## config.mk

```make
export PLATFORM = sky130hd
export DESIGN_NAME = telnet_option_responder
export DESIGN_NICKNAME = d
export VERILOG_FILES = /design/src/design/tor_pkg.sv /design/src/design/telnet_option_responder.sv /design/src/design/tor_front.sv /design/src/design/tor_queue.sv /design/src/design/tor_back.sv
export VERILOG_INCLUDE_DIRS = /design/src /design/src/design
export SDC_FILE = /design/constraint.sdc
export NUM_CORES = 1
export LEC_CHECK = 0
export ABC_CLOCK_PERIOD_IN_PS = 7800
export BUFFER_PORTS_ARGS = -buffer_cell sky130_fd_sc_hd__buf_2
export CORE_MARGIN = 2
export CORE_UTILIZATION = 36
export DETAILED_ROUTE_END_ITERATION = 16
export GPL_TIMING_DRIVEN = 0
export PLACE_DENSITY_LB_ADDON = 0.3
export SLEW_MARGIN = 25
export SYNTH_ARGS = -nofsm -noshare
export SYNTH_HDL_FRONTEND = slang
export SYNTH_SLANG_ARGS = --single-unit
```

## constraint.sdc

```tcl
create_clock -name clk -period 7.8 [get_ports clk]
set_input_delay 0.78 -clock clk [delete_from_list [all_inputs] [get_ports clk]]
set_output_delay 0.78 -clock clk [all_outputs]
set_load 0.01 [all_outputs]
```

## src/design/telnet_option_responder_macros.svh

```systemverilog
// assertion macros shared by the telnet option responder modules
// expects clk and rst to be visible in the module that uses them
`ifndef TELNET_OPTION_RESPONDER_MACROS_SVH
`define TELNET_OPTION_RESPONDER_MACROS_SVH

// property that must hold on every clock edge outside reset
`define TOR_ASSERT(lbl, expr, msg) \
  lbl: assert property (@(posedge clk) disable iff (rst) (expr)) else $error(msg);

// implication checked on the same edge
`define TOR_ASSERT_IMPL(lbl, ante, cons, msg) \
  lbl: assert property (@(posedge clk) disable iff (rst) (ante) |-> (cons)) else $error(msg);

`endif

```

## src/design/tor_pkg.sv

```systemverilog
// shared types and telnet code points for the option responder
// no dependencies
`timescale 1ns / 1ps

package tor_pkg;

  localparam logic [7:0] CODE_IAC  = 8'd255;
  localparam logic [7:0] CODE_DONT = 8'd254;
  localparam logic [7:0] CODE_DO   = 8'd253;
  localparam logic [7:0] CODE_WONT = 8'd252;
  localparam logic [7:0] CODE_WILL = 8'd251;
  localparam logic [7:0] CODE_SB   = 8'd250;
  localparam logic [7:0] CODE_SE   = 8'd240;
  localparam logic [7:0] OPT_ECHO  = 8'd1;
  localparam logic [7:0] OPT_SGA   = 8'd3;

  // one pending reply: verb and option, the leading iac is implied
  typedef struct packed {
    logic [7:0] verb;
    logic [7:0] option;
  } reply_req_t;

endpackage

```

## src/design/telnet_option_responder.sv

```systemverilog
// telnet option responder: one received byte per cycle unless an option byte
// finds the queue full; replies iac/verb/option. An accepted option byte is
// queued, then its iac is registered; replies drain one word per cycle while
// m_tready is high; a queue between parser and serializer absorbs output stalls
// reset (rst, synchronous, active high) returns the parser to idle and empties all
`timescale 1ns / 1ps

module telnet_option_responder #(
  parameter int QUEUE_DEPTH = 4
) (
  input  logic       clk,
  input  logic       rst,
  // received stream
  input  logic       s_tvalid,
  output logic       s_tready,
  input  logic [7:0] s_tdata,   // [7:0] rx_byte
  // reply stream
  output logic       m_tvalid,
  input  logic       m_tready,
  output logic [7:0] m_tdata,   // [7:0] reply_byte
  output logic       m_tlast    // reply_last, set on the option word
);
  import tor_pkg::*;

  // front to queue
  logic       q_full;
  logic       q_push;
  reply_req_t push_req;

  // queue to back
  logic       q_pop;
  logic       q_valid;
  reply_req_t pop_req;

  // parser: tracks iac, will/do, subnegotiation; only stalls on an option
  // word when the queue has no room, plain data and commands always pass
  tor_front u_front (
    .clk      (clk),
    .rst      (rst),
    .s_tvalid (s_tvalid),
    .s_tready (s_tready),
    .s_tdata  (s_tdata),
    .q_full   (q_full),
    .q_push   (q_push),
    .q_req    (push_req)
  );

  // holds decided replies so a slow reply sink does not back up parsing
  tor_queue #(
    .DEPTH (QUEUE_DEPTH)
  ) u_queue (
    .clk       (clk),
    .rst       (rst),
    .push      (q_push),
    .push_req  (push_req),
    .full      (q_full),
    .pop       (q_pop),
    .pop_valid (q_valid),
    .pop_req   (pop_req)
  );

  // serializer: registered output, iac then verb then option with tlast
  tor_back u_back (
    .clk      (clk),
    .rst      (rst),
    .q_valid  (q_valid),
    .q_req    (pop_req),
    .q_pop    (q_pop),
    .m_tvalid (m_tvalid),
    .m_tready (m_tready),
    .m_tdata  (m_tdata),
    .m_tlast  (m_tlast)
  );

endmodule

```

## src/design/tor_front.sv

```systemverilog
// front end: parses the received byte stream and queues reply requests
// depends on tor_pkg
`timescale 1ns / 1ps

module tor_front (
  input  logic              clk,
  input  logic              rst,
  input  logic              s_tvalid,
  output logic              s_tready,
  input  logic [7:0]        s_tdata,   // [7:0] rx_byte
  input  logic              q_full,
  output logic              q_push,
  output tor_pkg::reply_req_t q_req
);
  import tor_pkg::*;

  typedef enum logic [2:0] {
    PH_IDLE = 3'd0,
    PH_IAC  = 3'd1,
    PH_WILL = 3'd2,
    PH_DO   = 3'd3,
    PH_SUB  = 3'd4
  } phase_t;

  phase_t phase;
  logic   wants_reply;
  logic   accept;

  // only an option byte needs room in the queue
  assign wants_reply = (phase == PH_WILL) || (phase == PH_DO);
  assign s_tready    = !(wants_reply && q_full);
  assign accept      = s_tvalid && s_tready;
  assign q_push      = accept && wants_reply;

  always_comb begin
    q_req.option = s_tdata;
    if (phase == PH_WILL) begin
      q_req.verb = (s_tdata == OPT_SGA) ? CODE_DO : CODE_DONT;
    end else begin
      q_req.verb = (s_tdata == OPT_SGA) ? CODE_WILL : CODE_WONT;
    end
  end

  always_ff @(posedge clk) begin
    if (rst) begin
      phase <= PH_IDLE;
    end else if (accept) begin
      case (phase)
        PH_IAC: begin
          if (s_tdata == CODE_WILL) begin
            phase <= PH_WILL;
          end else if (s_tdata == CODE_DO) begin
            phase <= PH_DO;
          end else if (s_tdata == CODE_SB) begin
            phase <= PH_SUB;
          end else begin
            phase <= PH_IDLE;
          end
        end
        PH_WILL, PH_DO: begin
          phase <= PH_IDLE;
        end
        PH_SUB: begin
          if (s_tdata == CODE_SE) begin
            phase <= PH_IDLE;
          end
        end
        default: begin
          phase <= (s_tdata == CODE_IAC) ? PH_IAC : PH_IDLE;
        end
      endcase
    end
  end

endmodule

```

## src/design/tor_queue.sv

```systemverilog
// short first-in first-out queue of reply requests between front and back
// depends on tor_pkg and the assertion macro header
`timescale 1ns / 1ps
`include "telnet_option_responder_macros.svh"

module tor_queue #(
  parameter int DEPTH = 4
) (
  input  logic                clk,
  input  logic                rst,
  input  logic                push,
  input  tor_pkg::reply_req_t push_req,
  output logic                full,
  input  logic                pop,
  output logic                pop_valid,
  output tor_pkg::reply_req_t pop_req
);
  import tor_pkg::*;

  localparam int PW = (DEPTH > 1) ? $clog2(DEPTH) : 1;
  localparam int CW = $clog2(DEPTH + 1);

  reply_req_t    entries [DEPTH];
  logic [PW-1:0] wr_ptr;
  logic [PW-1:0] rd_ptr;
  logic [CW-1:0] count;
  logic          do_push;
  logic          do_pop;

  assign full      = (count == CW'(DEPTH));
  assign pop_valid = (count != '0);
  assign pop_req   = entries[rd_ptr];
  assign do_push   = push && !full;
  assign do_pop    = pop && pop_valid;

  always_ff @(posedge clk) begin
    if (do_push) begin
      entries[wr_ptr] <= push_req;
    end
  end

  always_ff @(posedge clk) begin
    if (rst) begin
      wr_ptr <= '0;
      rd_ptr <= '0;
      count  <= '0;
    end else begin
      if (do_push) begin
        wr_ptr <= (wr_ptr == PW'(DEPTH - 1)) ? '0 : wr_ptr + 1'b1;
      end
      if (do_pop) begin
        rd_ptr <= (rd_ptr == PW'(DEPTH - 1)) ? '0 : rd_ptr + 1'b1;
      end
      if (do_push && !do_pop) begin
        count <= count + 1'b1;
      end else if (do_pop && !do_push) begin
        count <= count - 1'b1;
      end
    end
  end

  `TOR_ASSERT(a_count_bound, count <= CW'(DEPTH), "queue count above depth")
  `TOR_ASSERT(a_no_push_full, !(push && full), "push into a full queue")
  `TOR_ASSERT_IMPL(a_pop_nonempty, pop, pop_valid, "pop from an empty queue")

endmodule

```

## src/design/tor_back.sv

```systemverilog
// back end: turns each queued request into three reply words
// depends on tor_pkg and the assertion macro header
`timescale 1ns / 1ps
`include "telnet_option_responder_macros.svh"

module tor_back (
  input  logic                clk,
  input  logic                rst,
  input  logic                q_valid,
  input  tor_pkg::reply_req_t q_req,
  output logic                q_pop,
  output logic                m_tvalid,
  input  logic                m_tready,
  output logic [7:0]          m_tdata,   // [7:0] reply_byte
  output logic                m_tlast    // reply_last
);
  import tor_pkg::*;

  typedef enum logic [1:0] {
    B_NONE = 2'd0,
    B_VERB = 2'd1,
    B_OPT  = 2'd2
  } pend_t;

  pend_t      pend;
  reply_req_t cur;
  logic       load;

  // output register is free or is being taken this cycle
  assign load  = !m_tvalid || m_tready;
  assign q_pop = load && (pend == B_NONE) && q_valid;

  always_ff @(posedge clk) begin
    if (rst) begin
      pend     <= B_NONE;
      m_tvalid <= 1'b0;
      m_tlast  <= 1'b0;
    end else if (load) begin
      case (pend)
        B_VERB: begin
          m_tvalid <= 1'b1;
          m_tdata  <= cur.verb;
          m_tlast  <= 1'b0;
          pend     <= B_OPT;
        end
        B_OPT: begin
          m_tvalid <= 1'b1;
          m_tdata  <= cur.option;
          m_tlast  <= 1'b1;
          pend     <= B_NONE;
        end
        default: begin
          if (q_valid) begin
            cur      <= q_req;
            m_tvalid <= 1'b1;
            m_tdata  <= CODE_IAC;
            m_tlast  <= 1'b0;
            pend     <= B_VERB;
          end else begin
            m_tvalid <= 1'b0;
            m_tlast  <= 1'b0;
            pend     <= B_NONE;
          end
        end
      endcase
    end
  end

  `TOR_ASSERT_IMPL(a_iac_first, pend == B_VERB, m_tvalid && m_tdata == CODE_IAC && !m_tlast,
                   "verb pending without iac on output")
  `TOR_ASSERT_IMPL(a_verb_second, pend == B_OPT,
                   m_tvalid && !m_tlast && m_tdata == cur.verb,
                   "option pending without verb on output")
  `TOR_ASSERT_IMPL(a_last_ends, m_tvalid && m_tlast, pend == B_NONE,
                   "reply still pending after last word")

endmodule
```

# Word-level counts from Yosys, hierarchy flattened
# Memory sizes are Yosys's and may differ from the RTL's. A register that Yosys moved wholly into a read port is not among the register bits.
# Cells that the tools add are included.
# totals
out_inout_bits	11
reg_bits	22
wordCells	78
mem_bits_rw	64
memories	1
# mem_list
name	words	width	read_ports	rd_ports_with_merged_regs	wr	line	source
u_queue.entries	4	16	1	1	1	tor_queue.sv:23	reply_req_t entries [DEPTH];
# op_classes
n_reduce_logical	25
muxes	22
add_sub_neg	4
n_bitwise	2
eq_ne	16
# op_table
cell	n
$eq 8x8->1 const B	5
$mux 3	7
$mux 8	2
$pmux 8 s2	1
$logic_and 1x1->1	9
$pmux 3 s3	1
$eq 8x2->1 const B	1
$mux 1	7
$eq 2x2->1 const B	3
$eq 3x2->1 const B	2
$eq 3x3->1 const B	2
$mux 2	3
$reduce_bool 3->1	2
$logic_not 1->1	5
$add 2x1->2 const B	2
$pmux 2 s2	1
$reduce_and 4->1	1
$reduce_or 2->1	2
$add 3x1->3 const B	1
$eq 3x1->1 const B	1
$reduce_and 3->1	1
$sub 3x1->3 const B	1
$eq 2x1->1 const B	1
$logic_not 2->1	1
other kinds (5)	7

# Logic depth before layout (Yosys ltp)
# Gate-level depths: netlist (run 1).
# logic_depth
word_depth	11
mapped_depth	9
mapped_depth_nobuf	9

# Hierarchy
# From an unflattened synthesis (run 1), not the netlist that was laid out.
# unflattened
hier_cells	256
hier_area_um2	4274.1
# by_module_without_submodules
mod	area_per_inst_um2	cells_per_inst	instances
tor_queue	2811.4	134	1
tor_back	1068.5	72	1
tor_front	394.1	50	1

# Worst setup path after synthesis (run 1)
# OpenSTA, ideal clock, no wires.
# synth_timing
path_kind	input to register
startpoint	input port m_tready
endpoint	register u_queue.count[2]
setup_slack_ns	5.249
required_ns	7.729
path_stages	8
setup_time_ns	0.071
arrival_time_ns	2.480
path_cell_list	or2b_2 > nand3b_4 > ha_1 > inv_1 > fa_1 > xor2_1 > or3_2 > a21oi_1
# synth_via
elab_chain_len	7
elab_cells_between_ends	9
cone_classes	mux (1); reduce/logical (8)
# synth_lines
item	line	source
start: declaration	telnet_option_responder.sv:19	input logic m_tready,
$logic_or 1x1->1 *	tor_back.sv:30	assign load = !m_tvalid || m_tready;
$logic_and 1x1->1 * (2 in a row)	tor_back.sv:31	assign q_pop = load && (pend == B_NONE) && q_valid;
$logic_and 1x1->1 *	tor_queue.sv:34	assign do_pop = pop && pop_valid;
$logic_not 1->1	tor_queue.sv:54	if (do_push && !do_pop) begin
$logic_and 1x1->1	tor_queue.sv:54	
$mux 3 / $reduce_bool 2->1 (equally long branches)	--	
end signal: assignment	tor_queue.sv:55	count <= count + 1'b1;
end signal: assignment	tor_queue.sv:57	count <= count - 1'b1;
end: declaration	tor_queue.sv:26	logic [CW-1:0] count;
# Mark *: on every way between the ends. The rest lies on a longest branch, timed or not.
# A chain may end at the register's enable or synchronous reset.

==> metrics, run 1 <==
Clk pin slew, worst setup/hold paths 0.08 ns; startpoint types input port; Setup WS post-layout 5.29 ns; status complete, no violations; global-route wire length before repair 8.38 mm; Worst setup EP type register; gate count of the mapped netlist 200; Internal Power 0.805 mW; Netlist cell types 43; maximum vdd drop 0.0935 mV; launch point of the critical path s_tdata[3]; Reg power frac 49.1%; clock sinks 77; Slew HR 44.2%; total gr overflow 0; most instantiated cells after synthesis edfxtp_1 (63), nand2_1 (20), dfxtp_1 (14); post-DR wirelength/cell 15.1 microns; Crit path required time 7.99 ns; top-area cell type share of the netlist area 59.7%; CTS tree done; worst r2r src u_queue.count[0]; Routed WL 5.24 mm; Clock power frac 28.2%; post-CTS sizing 0; sequential-to-total area share from yosys stat 68.5%; vias 1710; fraction of layout cells with a size suffix above 1 25.5%; number of global-route vias before repair 1653; switching power 0.299 mW; initial antenna violation count 0; critical path arrival 2.70 ns; Switching Share 27.1%; IO Count 23; initial core utilization 36.7%; worst-margin pin slew 0.826 ns; number of flops mapped to enable cells by yosys 63; Post-Syn Area per Cell 15.8 sq um; most common cell in the netlist edfxtp_1; ANT nets after route 0; Pleak 1.23 nW; max-cap violations 0; drt first pass iters 4; final hold violations 0; Synth-to-Final Area Change 14.7%; FMAX 0.399 GHz; Clk Latency, worst-skew pair 0.34 ns; Hold Buf Count CTS 0; worst-path fanout max 8; die span in x 97.8 microns; final setup fails 0; Hold WC Path Type reg -> reg; minimum clock period after layout 2.51 ns; hpwl dp 3.55 mm; Synth Flop Type edfxtp_1; Final Max Slew Viols 0; # fillers 813; Syn. warnings 0; Syn Nets 223; Die Ht 97.8 microns; H-tree depth 3; die area 9570 sq um; Nets 257; DR iter-0 viols 50; vias per cell 4.93; Async SR Flop Fraction 0%; Core Box Area 8640 sq um; Crit Path Class in -> reg; Synth Cell Area 3170 sq um; CTS Buffer Depth 2; DRC 0; post-CTS setup buffer count 0; setup TNS 0 ns; unrepaired setup endpoints after global routing no; Inserted Clock Buffers 9; row count 34; biggest area consumer among synthesized cells edfxtp_1; largest cells by area after synthesis edfxtp_1 (60%), dfxtp_1 (8.8%), mux4_2 (7.8%); Clock Tree Root clkbuf_8; clk_skew 0.00611 ns; PwrDens 304 nW/um^2; worst hold start u_back.m_tlast; overall global routing resource usage 11.6%; Setup WS pre-CTS 4.99 ns; Ant. Diodes 0; PortBufs 22; fin crit share 32.2%; Comb pwr share 22.7%; RePlAce Congestion 0.787; #FFs+latches synth 77; largest net degree at the start of global routing 13
## flip-flops by register name (all words and copies together) (netlist names), 2 cells and up
register         flops
u_back.cur          11
u_queue.count        3
u_front.phase        3
u_queue.entries     44
u_back.pend          2
u_queue.wr_ptr       2
u_back.m_tdata       8
u_queue.rd_ptr       2
## cells by family after synthesis
kind of cell,share of synthesized area [%]
multiplexers,9.08
AO/OA/AOI/OAI,4.70
AND/OR/NAND/NOR,10.7
XOR/XNOR,0.553
buffers and inverters,1.82
adder cells (fa/ha/maj),4.58
flip-flops,68.5
## cell type report
cell class	count	area (sq um)	area share, %
Tap cell	108	135	3.72
Inverter	10	37.5	1.03
Timing Repair Buffer	23	115	3.17
Clock inverter	6	77.6	2.13
Clock buffer	10	128	3.51
Multi-Input combinational cell	109	951	26.2
Sequential cell	77	2170	59.7
Buffer	4	20.0	0.551
## worst max-delay path, cell delays in order
cell and delay [ns]:
buf_2 0.15, or4_1 0.56, nor4b_1 0.74, ha_1 0.36, inv_1 0.11
## placed cells by master (no fill, tap or decap), types with 3 or more instances in the layout
cell       n
edfxtp_1  63
buf_2     24
nand2_1   20
dfxtp_1   14
mux4_2    11
inv_1     10
ha_1      10
clkbuf_8   9
nor2_1     7
a21oi_1    7
nand2b_1   4
and2_1     4
mux2i_1    4
nor2b_1    3
clkbuf_1   3
a22oi_1    3
or3_1      3
## power groups by stage
stage	Sequential, mW	Clock [mW]	Combinational, mW
after floorplan	0.556	0	0.179
after global placement	0.551	0	0.246
after global routing	0.547	0.337	0.281
after detailed placement	0.552	0	0.255
final	0.542	0.311	0.251
after CTS	0.543	0.320	0.255
## final timing paths
kind / end / slack [ns] / cells past startpoint
hold / removal: u_back.m_tlast / 0.45 / 2
setup / recovery: u_queue.entries[0][9] / 5.29 / 5
setup reg to reg: u_queue.count[2] / 5.37 / 8
hold reg to reg: u_back.m_tlast / 0.45 / 2
## metrics by stage
stage          std cells  area (sq um)  hold slack (ns)  utilization [%]  power (mW)
2_1_floorplan        200          3170            0.449                -       0.735
3_5_place_dp         331          3430            0.448             39.7       0.807
6_report             347          3640            0.454             42.1        1.10
4_1_cts              347          3630            0.458             42.0        1.12
3_3_place_gp         330          3410            0.440             39.5       0.797
5_1_grt              347          3640            0.472             42.1        1.17
## metal layers
metal | vias up | global-route usage, % | part of all wire, %
li1 | 829 | - | -
met1 | 833 | 15.6 | 47
met2 | 38 | 17.1 | 47
met3 | 10 | 3.08 | 3.9
met4 | 0 | 6.62 | 2.2
met5 | - | 0 | 0
(Power assumes the default switching activity.)
==> inputs of run 2 (changes only) <==
ABC_CLOCK_PERIOD_IN_PS = 2100   (was 7800)
clock period = 2.1 ns   (was 7.8 ns; I/O delays follow)
==> metrics, run 2 (same netlist as run 1, synthesis figures left out) <==
die span in x 97.8 microns (unchanged); die area 9570 sq um (unchanged); Setup WS pre-CTS -0.179 ns (was 4.99 ns); Final Total Pwr 4.22 mW (was 1.10 mW); Clk pin slew, worst setup/hold paths 0.08 ns (about the same); fraction of layout cells with a size suffix above 1 33.5% (was 25.5%); Slew HR 46.8% (was 44.2%); final setup fails 0 (unchanged); post-DR wirelength/cell 15.5 microns (was 15.1 microns); final hold violations 0 (unchanged); Worst setup EP type register (unchanged); met1 Use GR 16.0% (was 15.6%); Hold WC Path Type in -> reg (was reg -> reg); biggest regs u_queue.entries x44, u_back.cur x11, u_back.m_tdata x8 (unchanged); # fillers 792 (was 813); Crit path required time 2.37 ns (was 7.99 ns); worst-path fanout max 2 (was 8); minimum clock period after layout 1.96 ns; Final Max Slew Viols 0 (unchanged); Clock Tree Root clkbuf_8 (unchanged); Synth-to-Final Area Change 18.0% (was 14.7%); CTS tree done (unchanged); most common cell after layout, fill and taps aside edfxtp_1 (unchanged); most frequent cells in the layout edfxtp_1 (63), buf_2 (23), nand2_1 (20), mux4_2 (11), inv_1 (10) (was edfxtp_1 (63), buf_2 (24), nand2_1 (20), dfxtp_1 (14), mux4_2 (11)); Non-Filler Instances 353 (was 347); clock sinks 77 (unchanged); Ant. Diodes 0 (unchanged); Hold Path End u_queue.entries[0][4] (was u_back.m_tlast); IO Count 23 (unchanged); Routed WL 5.46 mm (was 5.24 mm); Die Ht 97.8 microns (unchanged); drt first pass iters 4 (unchanged); cells on worst reg2reg path 8 (unchanged); RePlAce Congestion 0.679 (was 0.787); worst hold start s_tdata[4] (was u_back.m_tlast); initial core utilization 36.7% (unchanged); GR peak layer met2 (unchanged); clk_skew 0.00667 ns (was 0.00611 ns); overall global routing resource usage 11.9% (was 11.6%); DR iter-0 viols 78 (was 50); Largest Register u_queue.entries (unchanged); Nets 263 (was 257); hpwl dp 3.56 mm (was 3.55 mm); worst-margin pin slew 0.787 ns (was 0.826 ns); FMAX 0.510 GHz; Core Box Area 8640 sq um (unchanged); PortBufs 22 (unchanged); Inserted Clock Buffers 9 (unchanged); Setup WS post-layout 0.138 ns (was 5.29 ns); Final Util 43.3% (was 42.1%); worst r2r src u_front.phase[2] (was u_queue.count[0]); DRC 0 (unchanged); initial antenna violation count 0 (unchanged); number of global-route vias before repair 1675 (was 1653); startpoint types register (was input port); vias per cell 4.85 (was 4.93); H-tree depth 3 (unchanged); PwrDens 1130 nW/um^2 (was 304 nW/um^2); GRT met2 Usage 18.5% (was 17.1%); maximum vdd drop 0.437 mV (was 0.0935 mV); ANT nets after route 0 (unchanged); critical path arrival 2.23 ns (was 2.70 ns); global-route wire length before repair 8.64 mm (was 8.38 mm); Largest register FFs 44 (unchanged); vias 1711 (was 1710); Min-Delay Path Depth 1 (was 2); fin crit share 93.4%; status complete, no violations (unchanged); Crit Path Class reg -> reg (was in -> reg); Worst R2R End u_queue.count[2] (unchanged); largest net degree at the start of global routing 15 (was 13); row count 34 (unchanged); unrepaired setup endpoints after global routing no (unchanged); total gr overflow 0 (unchanged); met3 GRT Util 3.58% (was 3.08%); Placed Instances 330 (was 331); max-cap violations 0 (unchanged); r2r setup slk 0.14 ns (was 5.37 ns); Clk Latency, worst-skew pair 0.34 ns (about the same); Pleak 1.26 nW (was 1.23 nW); CTS Buffer Depth 2 (unchanged)
## run 2: cell count changes in the layout (fill, tap and decap cells not counted), moves of 2 or more
cell	delta
clkinv_4	+3
buf_4	+7
ha_2	+2
dfxtp_1	-8
dfxtp_4	+4
ha_1	-2
clkinv_2	-2
clkinv_1	-2
dfxtp_2	+4
## run 2: final cells by class
cell class / count / area (sq um) / area share (%)
Sequential cell: 77 / 2190 / 58.6
Multi-Input combinational cell: 109 / 993 / 26.6
Timing Repair Buffer: 29 / 163 / 4.35
Tap cell: 108 / 135 / 3.61
Clock buffer: 10 / 128 / 3.41
Clock inverter: 6 / 72.6 / 1.94
Inverter: 10 / 37.5 / 1.00
Buffer: 4 / 20.0 / 0.535
## run 2: timing repair
action | 4_1_cts | 5_1_grt
endpoints found under the hold margin | 0 | 0
gates resized for setup | 14 | 1
hold buffers | 0 | 0
pin swaps | 3 | 2
setup buffers | 7 | 0
endpoints found under the setup margin | 9 | 1
## run 2: worst max-delay path by stage
stage	endpoint	depth (start not counted)	slack (ns)	from
after floorplan	u_queue.count[2]	8	0.002	u_back.m_tvalid
after global placement	u_queue.count[2]	8	-0.12	u_front.phase[1]
after detailed placement	u_queue.count[2]	8	-0.18	u_queue.count[2]
after CTS	u_back.m_tdata[0]	4	0.03	u_back.pend[1]
after global routing	u_queue.entries[2][9]	5	0.02	s_tdata[3]
final	u_queue.count[2]	8	0.14	u_front.phase[2]
## run 2: critical path, stage by stage, from the launching register on
cell and delay, ns:
dfxtp_4 0.35, nand3b_1 0.19, a21oi_4 0.17, ha_2 0.19, inv_1 0.05, fa_2 0.33, xor2_1 0.17, or3_4 0.33
a21oi_2 0.11
## run 2: routing by layer
metal | vias to the layer above | share of wire [%]
li1 | 840 | -
met1 | 838 | 48
met2 | 29 | 47
met3 | 4 | 3.8
met4 | 0 | 0.90
met5 | - | 0
## run 2: power breakdown
part           switching [mW]  internal (mW)  leakage, nW
clock network           0.557          0.560       0.0971
registers               0.109           1.92        0.682
logic                   0.559          0.511        0.483
## run 2: per-stage QoR
stage / hold slack (ns) / instance area [sq um] / TNS (ns)
after floorplan: 0.279 / 3190 / 0
after global placement: 0.445 / 3440 / -1.71
after detailed placement: 0.448 / 3450 / -1.25
after CTS: 0.0967 / 3730 / 0
after global routing: 0.107 / 3740 / 0
final: 0.110 / 3740 / 0
==> inputs of run 3 (changes only) <==
BUFFER_PORTS_ARGS = -buffer_cell sky130_fd_sc_hd__buf_4   (was -buffer_cell sky130_fd_sc_hd__buf_2)
MAX_ROUTING_LAYER = met4   (was not set)
==> metrics, run 3 (same netlist as run 1, synthesis figures left out) <==
status complete, no violations (unchanged); # fillers 806 (was 792); die span in x 97.8 microns (unchanged); number of global-route vias before repair 1718 (was 1675); Final Util 44.0% (was 43.3%); cells on worst reg2reg path 8 (unchanged); clock sinks 77 (unchanged); PwrDens 1110 nW/um^2 (was 1130 nW/um^2); total gr overflow 0 (unchanged); r2r setup slk 0.07 ns (was 0.14 ns); worst r2r src u_front.phase[2] (unchanged); initial core utilization 36.7% (unchanged); CTS Buffer Depth 2 (unchanged); overall global routing resource usage 12.4% (was 11.9%); final hold violations 0 (unchanged); Min-Delay Path Depth 1 (unchanged); row count 34 (unchanged); FMAX 0.493 GHz (was 0.510 GHz); CTS tree done (unchanged); Nets 263 (unchanged); global-route wire length before repair 8.71 mm (was 8.64 mm); Synth-to-Final Area Change 19.9% (was 18.0%); worst hold start s_tdata[4] (unchanged); RePlAce Congestion 0.713 (was 0.679); Hold WC Path Type in -> reg (unchanged); Clock Tree Root clkbuf_8 (unchanged); Clk Latency, worst-skew pair 0.34 ns (about the same); Inserted Clock Buffers 9 (unchanged); Final Max Slew Viols 0 (unchanged); die area 9570 sq um (unchanged); vias per cell 4.83 (was 4.85); PortBufs 22 (unchanged); Die Ht 97.8 microns (unchanged); Ant. Diodes 0 (unchanged); Slew HR 47.5% (was 46.8%); fin crit share 96.5% (was 93.4%); Routed WL 5.39 mm (was 5.46 mm); max-cap violations 0 (unchanged); post-DR wirelength/cell 15.3 microns (was 15.5 microns); Largest register FFs 44 (unchanged); minimum clock period after layout 2.03 ns (was 1.96 ns); largest net degree at the start of global routing 14 (was 15); H-tree depth 3 (unchanged); placed instance area 3500 sq um (was 3450 sq um); fraction of layout cells with a size suffix above 1 34.4% (was 33.5%); most frequent cells in the layout edfxtp_1 (63), buf_4 (30), nand2_1 (20), mux4_2 (11) (was edfxtp_1 (63), buf_2 (23), nand2_1 (20), mux4_2 (11), inv_1 (10)); Worst R2R End u_queue.count[2] (unchanged); Crit path required time 2.37 ns (about the same); startpoint types register (unchanged); fin area 3800 sq um (was 3740 sq um); area occupied by registers 2190 sq um (unchanged); multi-input combinational cell area 1010 sq um (was 993 sq um); DR iter-0 viols 73 (was 78); worst-margin pin slew 0.777 ns (was 0.787 ns); biggest regs u_queue.entries x44, u_back.cur x11, u_back.m_tdata x8 (unchanged); maximum vdd drop 0.376 mV (was 0.437 mV); hpwl dp 3.60 mm (was 3.56 mm); DRC 0 (unchanged); Worst setup EP type register (unchanged); Core Box Area 8640 sq um (unchanged); critical path arrival 2.30 ns (was 2.23 ns); Largest Register u_queue.entries (unchanged); ANT nets after route 0 (unchanged); initial antenna violation count 0 (unchanged); IO Count 23 (unchanged); Clk pin slew, worst setup/hold paths 0.08 ns (about the same); Hold Buf Count CTS 0 (unchanged); unrepaired setup endpoints after global routing yes (was no); final setup fails 0 (unchanged); clk_skew 0.00906 ns (was 0.00667 ns); drt first pass iters 4 (unchanged); most common cell after layout, fill and taps aside edfxtp_1 (unchanged); Pleak 1.28 nW (was 1.26 nW); Hold Path End u_queue.entries[1][4] (was u_queue.entries[0][4]); Crit Path Class reg -> reg (unchanged); Hold Slack 0.0873 ns (was 0.110 ns); worst-path fanout max 6 (was 2); vias 1701 (was 1711)
==> run 3: cell types whose count changed in the layout (fill, tap and decap cells not counted) <==
| cell | previous run | this run |
|---|---|---|
| xor2_1 | 2 | 1 |
| clkinv_4 | 3 | 0 |
| xor2_2 | 0 | 1 |
| buf_4 | 8 | 30 |
| buf_2 | 23 | 1 |
| ha_2 | 2 | 1 |
| clkinvlp_4 | 1 | 2 |
| inv_2 | 0 | 1 |
| clkinv_2 | 0 | 2 |
| clkbuf_1 | 3 | 2 |
| ha_4 | 0 | 1 |
| inv_1 | 10 | 9 |
==> run 3: power by group <==
group	switching (mW)	total (mW)	internal, mW
Combinational	0.555	1.10	0.548
Sequential	0.114	2.04	1.92
Clock	0.523	1.06	0.542
Total	1.19	4.20	3.01
==> run 3: how the worst max path moves through the flow <==
stage	start	end	slack [ns]
after global routing	u_front.phase[2]	u_queue.count[2]	-0.03
final	u_front.phase[2]	u_queue.count[2]	0.07
after floorplan	u_back.m_tvalid	u_queue.count[2]	0.002
after CTS	u_back.pend[1]	u_back.m_tdata[0]	0.006
after detailed placement	u_queue.count[2]	u_queue.count[2]	-0.20
after global placement	u_front.phase[1]	u_queue.count[2]	-0.12
==> run 3: metrics by stage <==
stage / power, mW / setup slack (ns) / instances / TNS (ns)
3_5_place_dp: 3.06 / -0.204 / 330 / -1.38
6_report: 4.20 / 0.0732 / 352 / 0
5_1_grt: 4.46 / -0.0282 / 352 / -0.0282
3_3_place_gp: 3.03 / -0.121 / 330 / -1.78
4_1_cts: 4.22 / 0.00624 / 351 / 0
2_1_floorplan: 2.76 / 0.00215 / 200 / 0
==> run 3: routing by layer <==
| layer | wire, microns | track usage (%) | up-vias |
|---|---|---|---|
| li1 | - | - | 839 |
| met1 | 2550 | 15.8 | 824 |
| met2 | 2560 | 19.1 | 28 |
| met3 | 161 | 2.36 | 10 |
| met4 | 119 | 6.41 | 0 |
| met5 | 0 | - | - |
==> run 3: worst max-delay path, stage by stage (launching register included) <==
cell	delay, ns
dfxtp_4	0.37
nand3b_1	0.20
a21oi_4	0.20
ha_4	0.17
inv_2	0.04
fa_2	0.37
xor2_2	0.16
or3_4	0.33
a21oi_2	0.14
==> run 3: cell type report <==
cell class                 count  share of cell area [%]
multi-input combinational    109                    26.6
sequential                    77                    57.7
clock inverter                 6                    1.68
buffer                         4                   0.527
tap                          108                    3.55
timing repair buffer          29                    5.73
clock buffer                   9                    3.26
inverter                      10                   0.987
==> run 3: what timing repair did <==
action | in CTS | in global routing
endpoints found under the setup margin | 9 | 1
buffers inserted | 6 | 1
pin swaps | 4 | 4
resized for setup | 14 | 4
